[src/hw/rtl/glu_pkg.sv]
// shared constants, types and microcode table for the gcd and lcm unit
package glu_pkg;

   localparam int DATA_WIDTH  = 32;
   localparam int POS_WIDTH   = DATA_WIDTH - 1;
   localparam int PROD_WIDTH  = 2 * POS_WIDTH;
   localparam int SHIFT_WIDTH = $clog2(POS_WIDTH);
   localparam int CNT_WIDTH   = $clog2(POS_WIDTH + 1);
   localparam int UPC_WIDTH   = 3;

   typedef logic [UPC_WIDTH-1:0] upc_type;

   typedef enum logic [1:0] {
      ST_OK  = 2'd0,
      ST_BAD = 2'd1,
      ST_OVF = 2'd2
   } status_type;

   typedef enum logic [2:0] {
      OP_BAD   = 3'd0,
      OP_TWOS  = 3'd1,
      OP_GSTEP = 3'd2,
      OP_GFIN  = 3'd3,
      OP_DIV   = 3'd4,
      OP_MSET  = 3'd5,
      OP_MUL   = 3'd6,
      OP_FIN   = 3'd7
   } op_type;

   typedef enum logic [2:0] {
      CND_ALWAYS    = 3'd0,
      CND_INVALID   = 3'd1,
      CND_BOTH_EVEN = 3'd2,
      CND_BOTH_NZ   = 3'd3,
      CND_CNT_NZ    = 3'd4
   } cond_type;

   typedef struct packed {
      op_type   op;
      cond_type cond;
      upc_type  target;
      logic     last;
   } uword_type;

   localparam upc_type UPC_CHECK = 3'd0;
   localparam upc_type UPC_TWOS  = 3'd1;
   localparam upc_type UPC_GSTEP = 3'd2;
   localparam upc_type UPC_GFIN  = 3'd3;
   localparam upc_type UPC_DIV   = 3'd4;
   localparam upc_type UPC_MSET  = 3'd5;
   localparam upc_type UPC_MUL   = 3'd6;
   localparam upc_type UPC_FIN   = 3'd7;

   // when the condition holds: run op, go to target, finish if last; else fall through
   function automatic uword_type ucode_rom(upc_type pc);
      uword_type w;
      unique case (pc)
         UPC_CHECK: w = '{op: OP_BAD,   cond: CND_INVALID,   target: UPC_CHECK, last: 1'b1};
         UPC_TWOS:  w = '{op: OP_TWOS,  cond: CND_BOTH_EVEN, target: UPC_TWOS,  last: 1'b0};
         UPC_GSTEP: w = '{op: OP_GSTEP, cond: CND_BOTH_NZ,   target: UPC_GSTEP, last: 1'b0};
         UPC_GFIN:  w = '{op: OP_GFIN,  cond: CND_ALWAYS,    target: UPC_DIV,   last: 1'b0};
         UPC_DIV:   w = '{op: OP_DIV,   cond: CND_CNT_NZ,    target: UPC_DIV,   last: 1'b0};
         UPC_MSET:  w = '{op: OP_MSET,  cond: CND_ALWAYS,    target: UPC_MUL,   last: 1'b0};
         UPC_MUL:   w = '{op: OP_MUL,   cond: CND_CNT_NZ,    target: UPC_MUL,   last: 1'b0};
         UPC_FIN:   w = '{op: OP_FIN,   cond: CND_ALWAYS,    target: UPC_CHECK, last: 1'b1};
      endcase
      return w;
   endfunction

endpackage

[src/hw/rtl/gcd_lcm_unit_top.sv]
// gcd and lcm unit: microcoded binary gcd, shift-subtract divide, shift-add multiply
//
//   channel   handshake             payload
//   request   start / busy          req_a_value, req_b_value
//   response  rsp_valid (strobe)    rsp_gcd_result, rsp_lcm_result, rsp_status
//
// a word is taken when start is high and busy is low; busy falls with the
// response strobe, so one word is in flight at a time.
// an invalid word is answered from the check step; a valid one runs the
// check step, the binary gcd steps, a gcd fixup, the divide steps, a multiply
// setup, the multiply steps and the finish step; the run time is set by the
// one-bit subtract/add loops of the datapath.
// reset clears busy and the strobe.
// the receiver cannot stall: each response is shown for one cycle.
module gcd_lcm_unit_top
   import glu_pkg::*;
(
   input  logic                   clock,
   input  logic                   reset,
   input  logic                   start,
   output logic                   busy,
   input  logic [DATA_WIDTH-1:0]  req_a_value,
   input  logic [DATA_WIDTH-1:0]  req_b_value,
   output logic                   rsp_valid,
   output logic [POS_WIDTH-1:0]   rsp_gcd_result,
   output logic [POS_WIDTH-1:0]   rsp_lcm_result,
   output logic [1:0]             rsp_status
);

   logic                   busy_ff, busy_in;
   upc_type                pc_ff, pc_in;
   logic [DATA_WIDTH-1:0]  a_ff, a_in;
   logic [DATA_WIDTH-1:0]  b_ff, b_in;
   logic [POS_WIDTH-1:0]   x_ff, x_in;
   logic [POS_WIDTH-1:0]   y_ff, y_in;
   logic [SHIFT_WIDTH-1:0] k_ff, k_in;
   logic [POS_WIDTH-1:0]   g_ff, g_in;
   logic [POS_WIDTH-1:0]   rem_ff, rem_in;
   logic [POS_WIDTH-1:0]   quo_ff, quo_in;
   logic [CNT_WIDTH-1:0]   cnt_ff, cnt_in;
   logic [PROD_WIDTH-1:0]  acc_ff, acc_in;
   logic [PROD_WIDTH-1:0]  mcand_ff, mcand_in;
   logic                   rsp_valid_ff, rsp_valid_in;
   logic [POS_WIDTH-1:0]   rsp_gcd_ff, rsp_gcd_in;
   logic [POS_WIDTH-1:0]   rsp_lcm_ff, rsp_lcm_in;
   logic [1:0]             rsp_status_ff, rsp_status_in;

   uword_type              uw;
   logic                   fire;
   logic                   invalid;
   logic                   x_ge_y;
   logic [POS_WIDTH-1:0]   x_minus_y;
   logic [POS_WIDTH-1:0]   y_minus_x;
   logic [POS_WIDTH:0]     trial;
   logic [POS_WIDTH:0]     trial_diff;
   logic                   trial_ok;
   logic                   ovf;

   assign uw        = ucode_rom(pc_ff);
   assign invalid   = a_ff[DATA_WIDTH-1] || (a_ff == '0) ||
                      b_ff[DATA_WIDTH-1] || (b_ff == '0);
   assign x_ge_y    = x_ff >= y_ff;
   assign x_minus_y = x_ff - y_ff;
   assign y_minus_x = y_ff - x_ff;
   assign trial      = {rem_ff, quo_ff[POS_WIDTH-1]};
   assign trial_diff = trial - {1'b0, g_ff};
   assign trial_ok   = trial >= {1'b0, g_ff};
   assign ovf        = |acc_ff[PROD_WIDTH-1:POS_WIDTH];

   always_comb begin
      fire = 1'b0;
      unique case (uw.cond)
         CND_ALWAYS:    fire = 1'b1;
         CND_INVALID:   fire = invalid;
         CND_BOTH_EVEN: fire = !x_ff[0] && !y_ff[0];
         CND_BOTH_NZ:   fire = (x_ff != '0) && (y_ff != '0);
         CND_CNT_NZ:    fire = cnt_ff != '0;
         default:       fire = 1'b0;
      endcase
   end

   always_comb begin
      busy_in       = busy_ff;
      pc_in         = pc_ff;
      a_in          = a_ff;
      b_in          = b_ff;
      x_in          = x_ff;
      y_in          = y_ff;
      k_in          = k_ff;
      g_in          = g_ff;
      rem_in        = rem_ff;
      quo_in        = quo_ff;
      cnt_in        = cnt_ff;
      acc_in        = acc_ff;
      mcand_in      = mcand_ff;
      rsp_valid_in  = 1'b0;
      rsp_gcd_in    = rsp_gcd_ff;
      rsp_lcm_in    = rsp_lcm_ff;
      rsp_status_in = rsp_status_ff;

      if (!busy_ff) begin
         if (start) begin
            busy_in = 1'b1;
            pc_in   = UPC_CHECK;
            a_in    = req_a_value;
            b_in    = req_b_value;
            x_in    = req_a_value[POS_WIDTH-1:0];
            y_in    = req_b_value[POS_WIDTH-1:0];
            k_in    = '0;
         end
      end else if (fire) begin
         pc_in = uw.target;
         if (uw.last) begin
            busy_in = 1'b0;
         end
         unique case (uw.op)
            OP_BAD: begin
               rsp_valid_in  = 1'b1;
               rsp_gcd_in    = '0;
               rsp_lcm_in    = '0;
               rsp_status_in = ST_BAD;
            end
            OP_TWOS: begin
               x_in = x_ff >> 1;
               y_in = y_ff >> 1;
               k_in = k_ff + SHIFT_WIDTH'(1);
            end
            OP_GSTEP: begin
               priority if (!x_ff[0]) begin
                  x_in = x_ff >> 1;
               end else if (!y_ff[0]) begin
                  y_in = y_ff >> 1;
               end else if (x_ge_y) begin
                  x_in = x_minus_y >> 1;
               end else begin
                  y_in = y_minus_x >> 1;
               end
            end
            OP_GFIN: begin
               g_in   = (x_ff | y_ff) << k_ff;
               rem_in = '0;
               quo_in = a_ff[POS_WIDTH-1:0];
               cnt_in = CNT_WIDTH'(POS_WIDTH);
            end
            OP_DIV: begin
               rem_in = trial_ok ? trial_diff[POS_WIDTH-1:0] : trial[POS_WIDTH-1:0];
               quo_in = {quo_ff[POS_WIDTH-2:0], trial_ok};
               cnt_in = cnt_ff - CNT_WIDTH'(1);
            end
            OP_MSET: begin
               acc_in   = '0;
               mcand_in = {{POS_WIDTH{1'b0}}, b_ff[POS_WIDTH-1:0]};
               cnt_in   = CNT_WIDTH'(POS_WIDTH);
            end
            OP_MUL: begin
               if (quo_ff[0]) begin
                  acc_in = acc_ff + mcand_ff;
               end
               mcand_in = mcand_ff << 1;
               quo_in   = quo_ff >> 1;
               cnt_in   = cnt_ff - CNT_WIDTH'(1);
            end
            OP_FIN: begin
               rsp_valid_in  = 1'b1;
               rsp_gcd_in    = g_ff;
               rsp_lcm_in    = ovf ? {POS_WIDTH{1'b1}} : acc_ff[POS_WIDTH-1:0];
               rsp_status_in = ovf ? ST_OVF : ST_OK;
            end
         endcase
      end else begin
         pc_in = pc_ff + UPC_WIDTH'(1);
      end
   end

   always_ff @(posedge clock) begin
      if (reset) begin
         busy_ff      <= 1'b0;
         pc_ff        <= UPC_CHECK;
         rsp_valid_ff <= 1'b0;
      end else begin
         busy_ff      <= busy_in;
         pc_ff        <= pc_in;
         rsp_valid_ff <= rsp_valid_in;
      end
      a_ff          <= a_in;
      b_ff          <= b_in;
      x_ff          <= x_in;
      y_ff          <= y_in;
      k_ff          <= k_in;
      g_ff          <= g_in;
      rem_ff        <= rem_in;
      quo_ff        <= quo_in;
      cnt_ff        <= cnt_in;
      acc_ff        <= acc_in;
      mcand_ff      <= mcand_in;
      rsp_gcd_ff    <= rsp_gcd_in;
      rsp_lcm_ff    <= rsp_lcm_in;
      rsp_status_ff <= rsp_status_in;
   end

   assign busy           = busy_ff;
   assign rsp_valid      = rsp_valid_ff;
   assign rsp_gcd_result = rsp_gcd_ff;
   assign rsp_lcm_result = rsp_lcm_ff;
   assign rsp_status     = rsp_status_ff;

endmodule

[config.mk]
export PLATFORM = sky130hd
export DESIGN_NAME = gcd_lcm_unit_top
export DESIGN_NICKNAME = d
export VERILOG_FILES = /design/src/hw/rtl/glu_pkg.sv /design/src/hw/rtl/gcd_lcm_unit_top.sv
export SDC_FILE = /design/constraint.sdc
export NUM_CORES = 1
export LEC_CHECK = 0
export BUFFER_PORTS_ARGS = -buffer_cell sky130_fd_sc_hd__buf_2
export CELL_PAD_IN_SITES_DETAIL_PLACEMENT = 2
export CELL_PAD_IN_SITES_GLOBAL_PLACEMENT = 2
export CORE_ASPECT_RATIO = 1.4
export CORE_MARGIN = 4
export CORE_UTILIZATION = 44
export DETAILED_ROUTE_END_ITERATION = 8
export GPL_ROUTABILITY_DRIVEN = 0
export PLACE_DENSITY = 0.87
export SYNTH_ARGS = -nofsm -noshare
export SYNTH_HDL_FRONTEND = slang
export SYNTH_SLANG_ARGS = --single-unit
[constraint.sdc]
create_clock -name clock -period 8.7 [get_ports clock]
set_clock_uncertainty 0.15 [all_clocks]
set_input_delay 1.305 -clock clock [delete_from_list [all_inputs] [get_ports clock]]
set_output_delay 1.305 -clock clock [all_outputs]
set_load 0.02 [all_outputs]
---- Word level (Yosys, flattened, before mapping) ----
Memory sizes are Yosys's and may differ from the RTL's. A register that Yosys moved wholly into a read port is not among the register bits.
Index checks and enable logic that the tools add are counted.
storage, ports and cells
  word-level logic and storage cells ...... 131
  memories ................................ 1
  ROM bits ................................ 80
  register bits after elaboration ......... 422
  output and inout port bits .............. 66
memories
  name             words  width  rd ports  clocked after Yosys merged registers in  write ports  RTL line       RTL
  (no name shown)  8      10     1         1                                        0            glu_pkg.sv:57  unique case (pc)
operators by class
  bitwise gates (word level) .............. 3
  equality and inequality tests ........... 19
  muxes and demuxes ....................... 41
  shifts and indexed selects .............. 1
  reduce and logical (&&, ||, !) cells .... 38
  $lt $le $gt $ge ......................... 2
  add/subtract/negate cells ............... 7
operator list
  operator              number
  $mux W31              14
  $pmux W31 S2          5
  $pmux W62 S2          2
  $pmux W31 S3          1
  $sub A31 B31 Y31      3
  $logic_not A32 Y1     2
  $add A62 B62 Y62      1
  $mux W62              1
  $reduce_bool A31 Y1   2
  $ge A32 B31 Y1        1
  $ge A31 B31 Y1        1
  $or A31 B31 Y31       1
  $reduce_or A31 Y1     1
  $shl A31 B5 Y31       1
  $reduce_and A3 Y1     8
  $mux W5               4
  $eq A3 B3 Y1 const B  5
  $mux W3               5
  $eq A3 B2 Y1 const B  4
  $ne A4 B4 Y1 const B  3
  $pmux W5 S2           1
  $reduce_and A5 Y1     2
  $reduce_bool A2 Y1    5
  $reduce_and A4 Y1     2
  other kinds (22)      36

---- Depth between registers and ports, before layout ----
  depth after elaboration ................. 9
  depth in mapped cells ................... 14
  gate-level depth less buffers ........... 13

---- Worst setup path after synthesis ----
No wires, ideal clock.
  path kind ............................... register to register
  start point ............................. register b_ff[24]
  end point ............................... register mcand_ff[0], enable pin
  path slack .............................. 3.847 ns
  required time ........................... 8.068 ns
  path buffers ............................ 0
  setup time .............................. 0.482 ns
  cell stages (with the launch flop) ...... 10
  clock period less this slack ............ 4.853 ns
  arrival time ............................ 4.221 ns
  cell sequence ........................... edfxtp_1 -> nor4_1 -> nand4_1 -> o21ai_0 -> o21bai_1 -> a21oi_1 -> o21ai_1 -> inv_1 -> nand2_1 -> nor2_1
on the way
  word-level cells in the longest chain between the ends .. 4
ends and longest elaborated chain
  element                             RTL line                 RTL
  start, declared                     gcd_lcm_unit_top.sv:33   logic [DATA_WIDTH-1:0] b_ff, b_in;
  start signal, assigned              gcd_lcm_unit_top.sv:186  b_ff <= b_in;
  $logic_not A32 Y1                   gcd_lcm_unit_top.sv:61   b_ff[DATA_WIDTH-1] || (b_ff == '0);
  $logic_or A1 B1 Y1                  gcd_lcm_unit_top.sv:61
  $pmux W1 S5                         gcd_lcm_unit_top.sv:72   unique case (uw.cond)
  $reduce_and A3 Y1 (no source line)  n/a
  end signal, assigned                gcd_lcm_unit_top.sv:195  mcand_ff <= mcand_in;
  end, declared                       gcd_lcm_unit_top.sv:42   logic [PROD_WIDTH-1:0] mcand_ff, mcand_in;
Every way passes these cells.
A chain may end at the register's enable or synchronous reset.

---- Final worst setup path ----
  start point ............................. register quo_ff[30]
  end point ............................... register rem_ff[5] (data pin)
on the way
  word-level cells in the longest chain between the ends .. 3
  elaborated cells between the ends (all ways) .. 4
  classes of those cells .................. add/sub: 1; order compare: 1; mux: 2
ends and longest elaborated chain
  element                                             RTL line                                        RTL
  start, declared                                     gcd_lcm_unit_top.sv:39                          logic [POS_WIDTH-1:0] quo_ff, quo_in;
  start signal, assigned                              gcd_lcm_unit_top.sv:192                         quo_ff <= quo_in;
  $sub A31 B31 Y31 or $ge A32 B31 Y1 (tied branches)  gcd_lcm_unit_top.sv:66, gcd_lcm_unit_top.sv:67
  $mux W31 (*)                                        gcd_lcm_unit_top.sv:146                         rem_in = trial_ok ? trial_diff[POS_WIDTH-1:0] : trial[POS_WIDTH-1:0];
  $pmux W31 S2 (*)                                    gcd_lcm_unit_top.sv:116                         unique case (uw.op)
  end signal, assigned                                gcd_lcm_unit_top.sv:191                         rem_ff <= rem_in;
  end, declared                                       gcd_lcm_unit_top.sv:38                          logic [POS_WIDTH-1:0] rem_ff, rem_in;
Every way passes the cells marked *; elsewhere a longest branch is shown, timed or not.

==> metrics <==
max frequency=203 MHz; synth cell count leaders=edfxtp_1 (417), nor2_1 (340), a21oi_1 (278); count leader, synth=edfxtp_1; post-synthesis async set-or-reset flop share=0%; crit-path cells=inv_1 -> ha_1 -> fa_1 -> nor2b_1 -> o31a_1 -> o221ai_1 -> a21o_1 -> a211oi_2 -> nor3_4 -> o21ai_4 -> buf_4 -> mux2i_1 -> nor2_1; Post-Syn Instances=2870; chip height=308 um; synthesis-to-layout area growth=10.5%; top cell type's share of synthesized area=44.3%; Setup crit start kind=flop; Synth Flop Type=edfxtp_1; DP HPWL=~86000 um; total iterations of the first detailed-routing run=6; full die area=68400 sq um; Syn Area/Cell=9.84 sq um; Slew HR=15.7%; Max Transition Viols Final=0; Crit path largest cell delay=0.57 ns; PostCTS Resize Cnt=0; type of element capturing the critical path=flop; port buffer count=132; Setup Fix Bufs, Post-CTS=0; WS Path Type=flop to flop; Clock Latency Late Sink=approximately 0.63 ns; Post-Syn Area=28300 sq um; CTS Buffer Depth=3; fin crit period=a little under 5 ns; Post-synth EDFFs=417; Clk Tree Root Cell=clkbuf_16; Final period util=a little under three fifths; antenna violations before repair=6; detail-routed via count per cell=6.72; RSZ-0062 raised after global routing=no; Final Util=49.2%; Sink Count=432; CP top delay family=compound AO/OA/AOI/OAI gates; GRT Util Overall=35.5%; Max Cap Viol=0; Lkg Pwr=approximately 12 nW; Final ANT Viol Nets=0; Initial Util=44.6%; min-delay worst type=flop to flop; first-pass GRT wire length=186000 um; synth top area cells=edfxtp_1 (44%), ha_1 (8.5%), a21oi_1 (4.9%); CTS buffer count=48; syn_nets=3132; #FFs+latches synth=432; Final #Nets=3198; Iteration-0 DRC Markers=approximately 2.7k; Post-DP Area=29600 sq um; CP Buf/Inv Count=2; hold_buf cts=0; wire length per cell=32.8 um; Die Width=222 um; CP max FO=22; Unique masters post-synth=82; Worst EP arrival=roughly 5 ns; Core Box Area=63400 sq um; # diodes=0; H-tree Lvls=2; largest net degree at the start of global routing=between 90 and 100; share of post-route cells with drive strength above 1=~11%; CTS tree=done; Final TNS setup=0 ns; row count=between 100 and 150; number of global-route vias before repair=approximately 28k; maximum VDD drop=217 uV; status=complete, no violations; Slowest-stage cell, CP=edfxtp_1; warnings from Yosys=0; PwrDens=198 nW/um^2; total number of vias=25.6k; total grt overflow=0; final setup fails=0; Final Hold Fails=0; Routed Wire Length=125000 um; post-synthesis sequential area ratio=45.4%; post-synth top area cell=edfxtp_1; post-route design area=31200 sq um; drc violations=0; Least-Margin Pin Slew=between 1 and 1.5 ns; Reg clk slew, reported paths=0.07 ns; I/O pin total=roughly 130; Critical Path RT=between 8 and 9 ns
[power by group]
group	leakage [nW]	internal [mW]	switching, mW
Clock	0.769	1.18	0.991
Sequential	4.03	2.41	0.113
Combinational	7.58	0.450	1.03
[layout by cell type, fill, tap and decap left out, types with 71 or more instances in the layout]
cell / Yosys / final
a21o_1: 88 / 88
a21oi_1: 278 / 276
buf_2: 12 / 132
edfxtp_1: 417 / 417
ha_1: 191 / 191
inv_1: 171 / 170
mux2i_1: 74 / 74
nand2_1: 215 / 214
nor2_1: 340 / 337
o21ai_0: 110 / 110
xnor2_1: 71 / 71
[per-stage QoR]
stage                     worst slack (ns)  power [mW]  hold slack, ns  cells
after floorplan                       3.85        3.38           0.243   2870
after global placement                4.34        3.79           0.245   3718
after detailed placement              4.01        3.90           0.252   3718
after CTS                             3.87        6.11           0.295   3808
after global routing                  3.35        6.32           0.316   3808
final                                 3.78        6.17           0.299   3808
[final timing paths]
path,from,end,slack (ns),depth (start not counted)
max,quo_ff[30],rem_ff[5],3.78,13
min,uw[0],busy,0.30,1
max reg2reg,quo_ff[30],rem_ff[5],3.78,13
min reg2reg,uw[0],busy,0.30,1
[final cells by class]
type | count | area, sq um
Inverter | 173 | 649
Clock inverter | 34 | 349
Timing Repair Buffer | 163 | 893
Tap cell | 832 | 1040
Multi-Input combinational cell | 2118 | 14200
Fill cell | 6605 | 32200
Clock buffer | 56 | 1230
Sequential cell | 432 | 12800
[state kept, by name (all words and copies together) (netlist names), 10 cells and up]
name            count
b_ff               32
a_ff               32
rsp_gcd_result     31
rem_ff             31
acc_ff             62
rsp_lcm_result     31
x_ff               31
uw                 10
quo_ff             31
g_ff               31
mcand_ff           62
y_ff               31
[kinds of logic after synthesis]
family,share of synthesized area [%]
AND/OR/NAND/NOR,15.6
adder cells (fa/ha/maj),8.74
multiplexers,5.37
flip-flops,45.4
XOR/XNOR,3.50
buffers and inverters,4.48
AO/OA/AOI/OAI,16.9
[routing by layer]
layer  track usage [%]  vias to the layer above  wire length [um]
met5                 0                        -                26
met4              23.8                        4             10400
met3              5.73                      552              8400
met2              63.2                     1377             62700
met1              38.9                    13000             43600
li1                  -                    10700                 -
(Power assumes the default switching activity.)
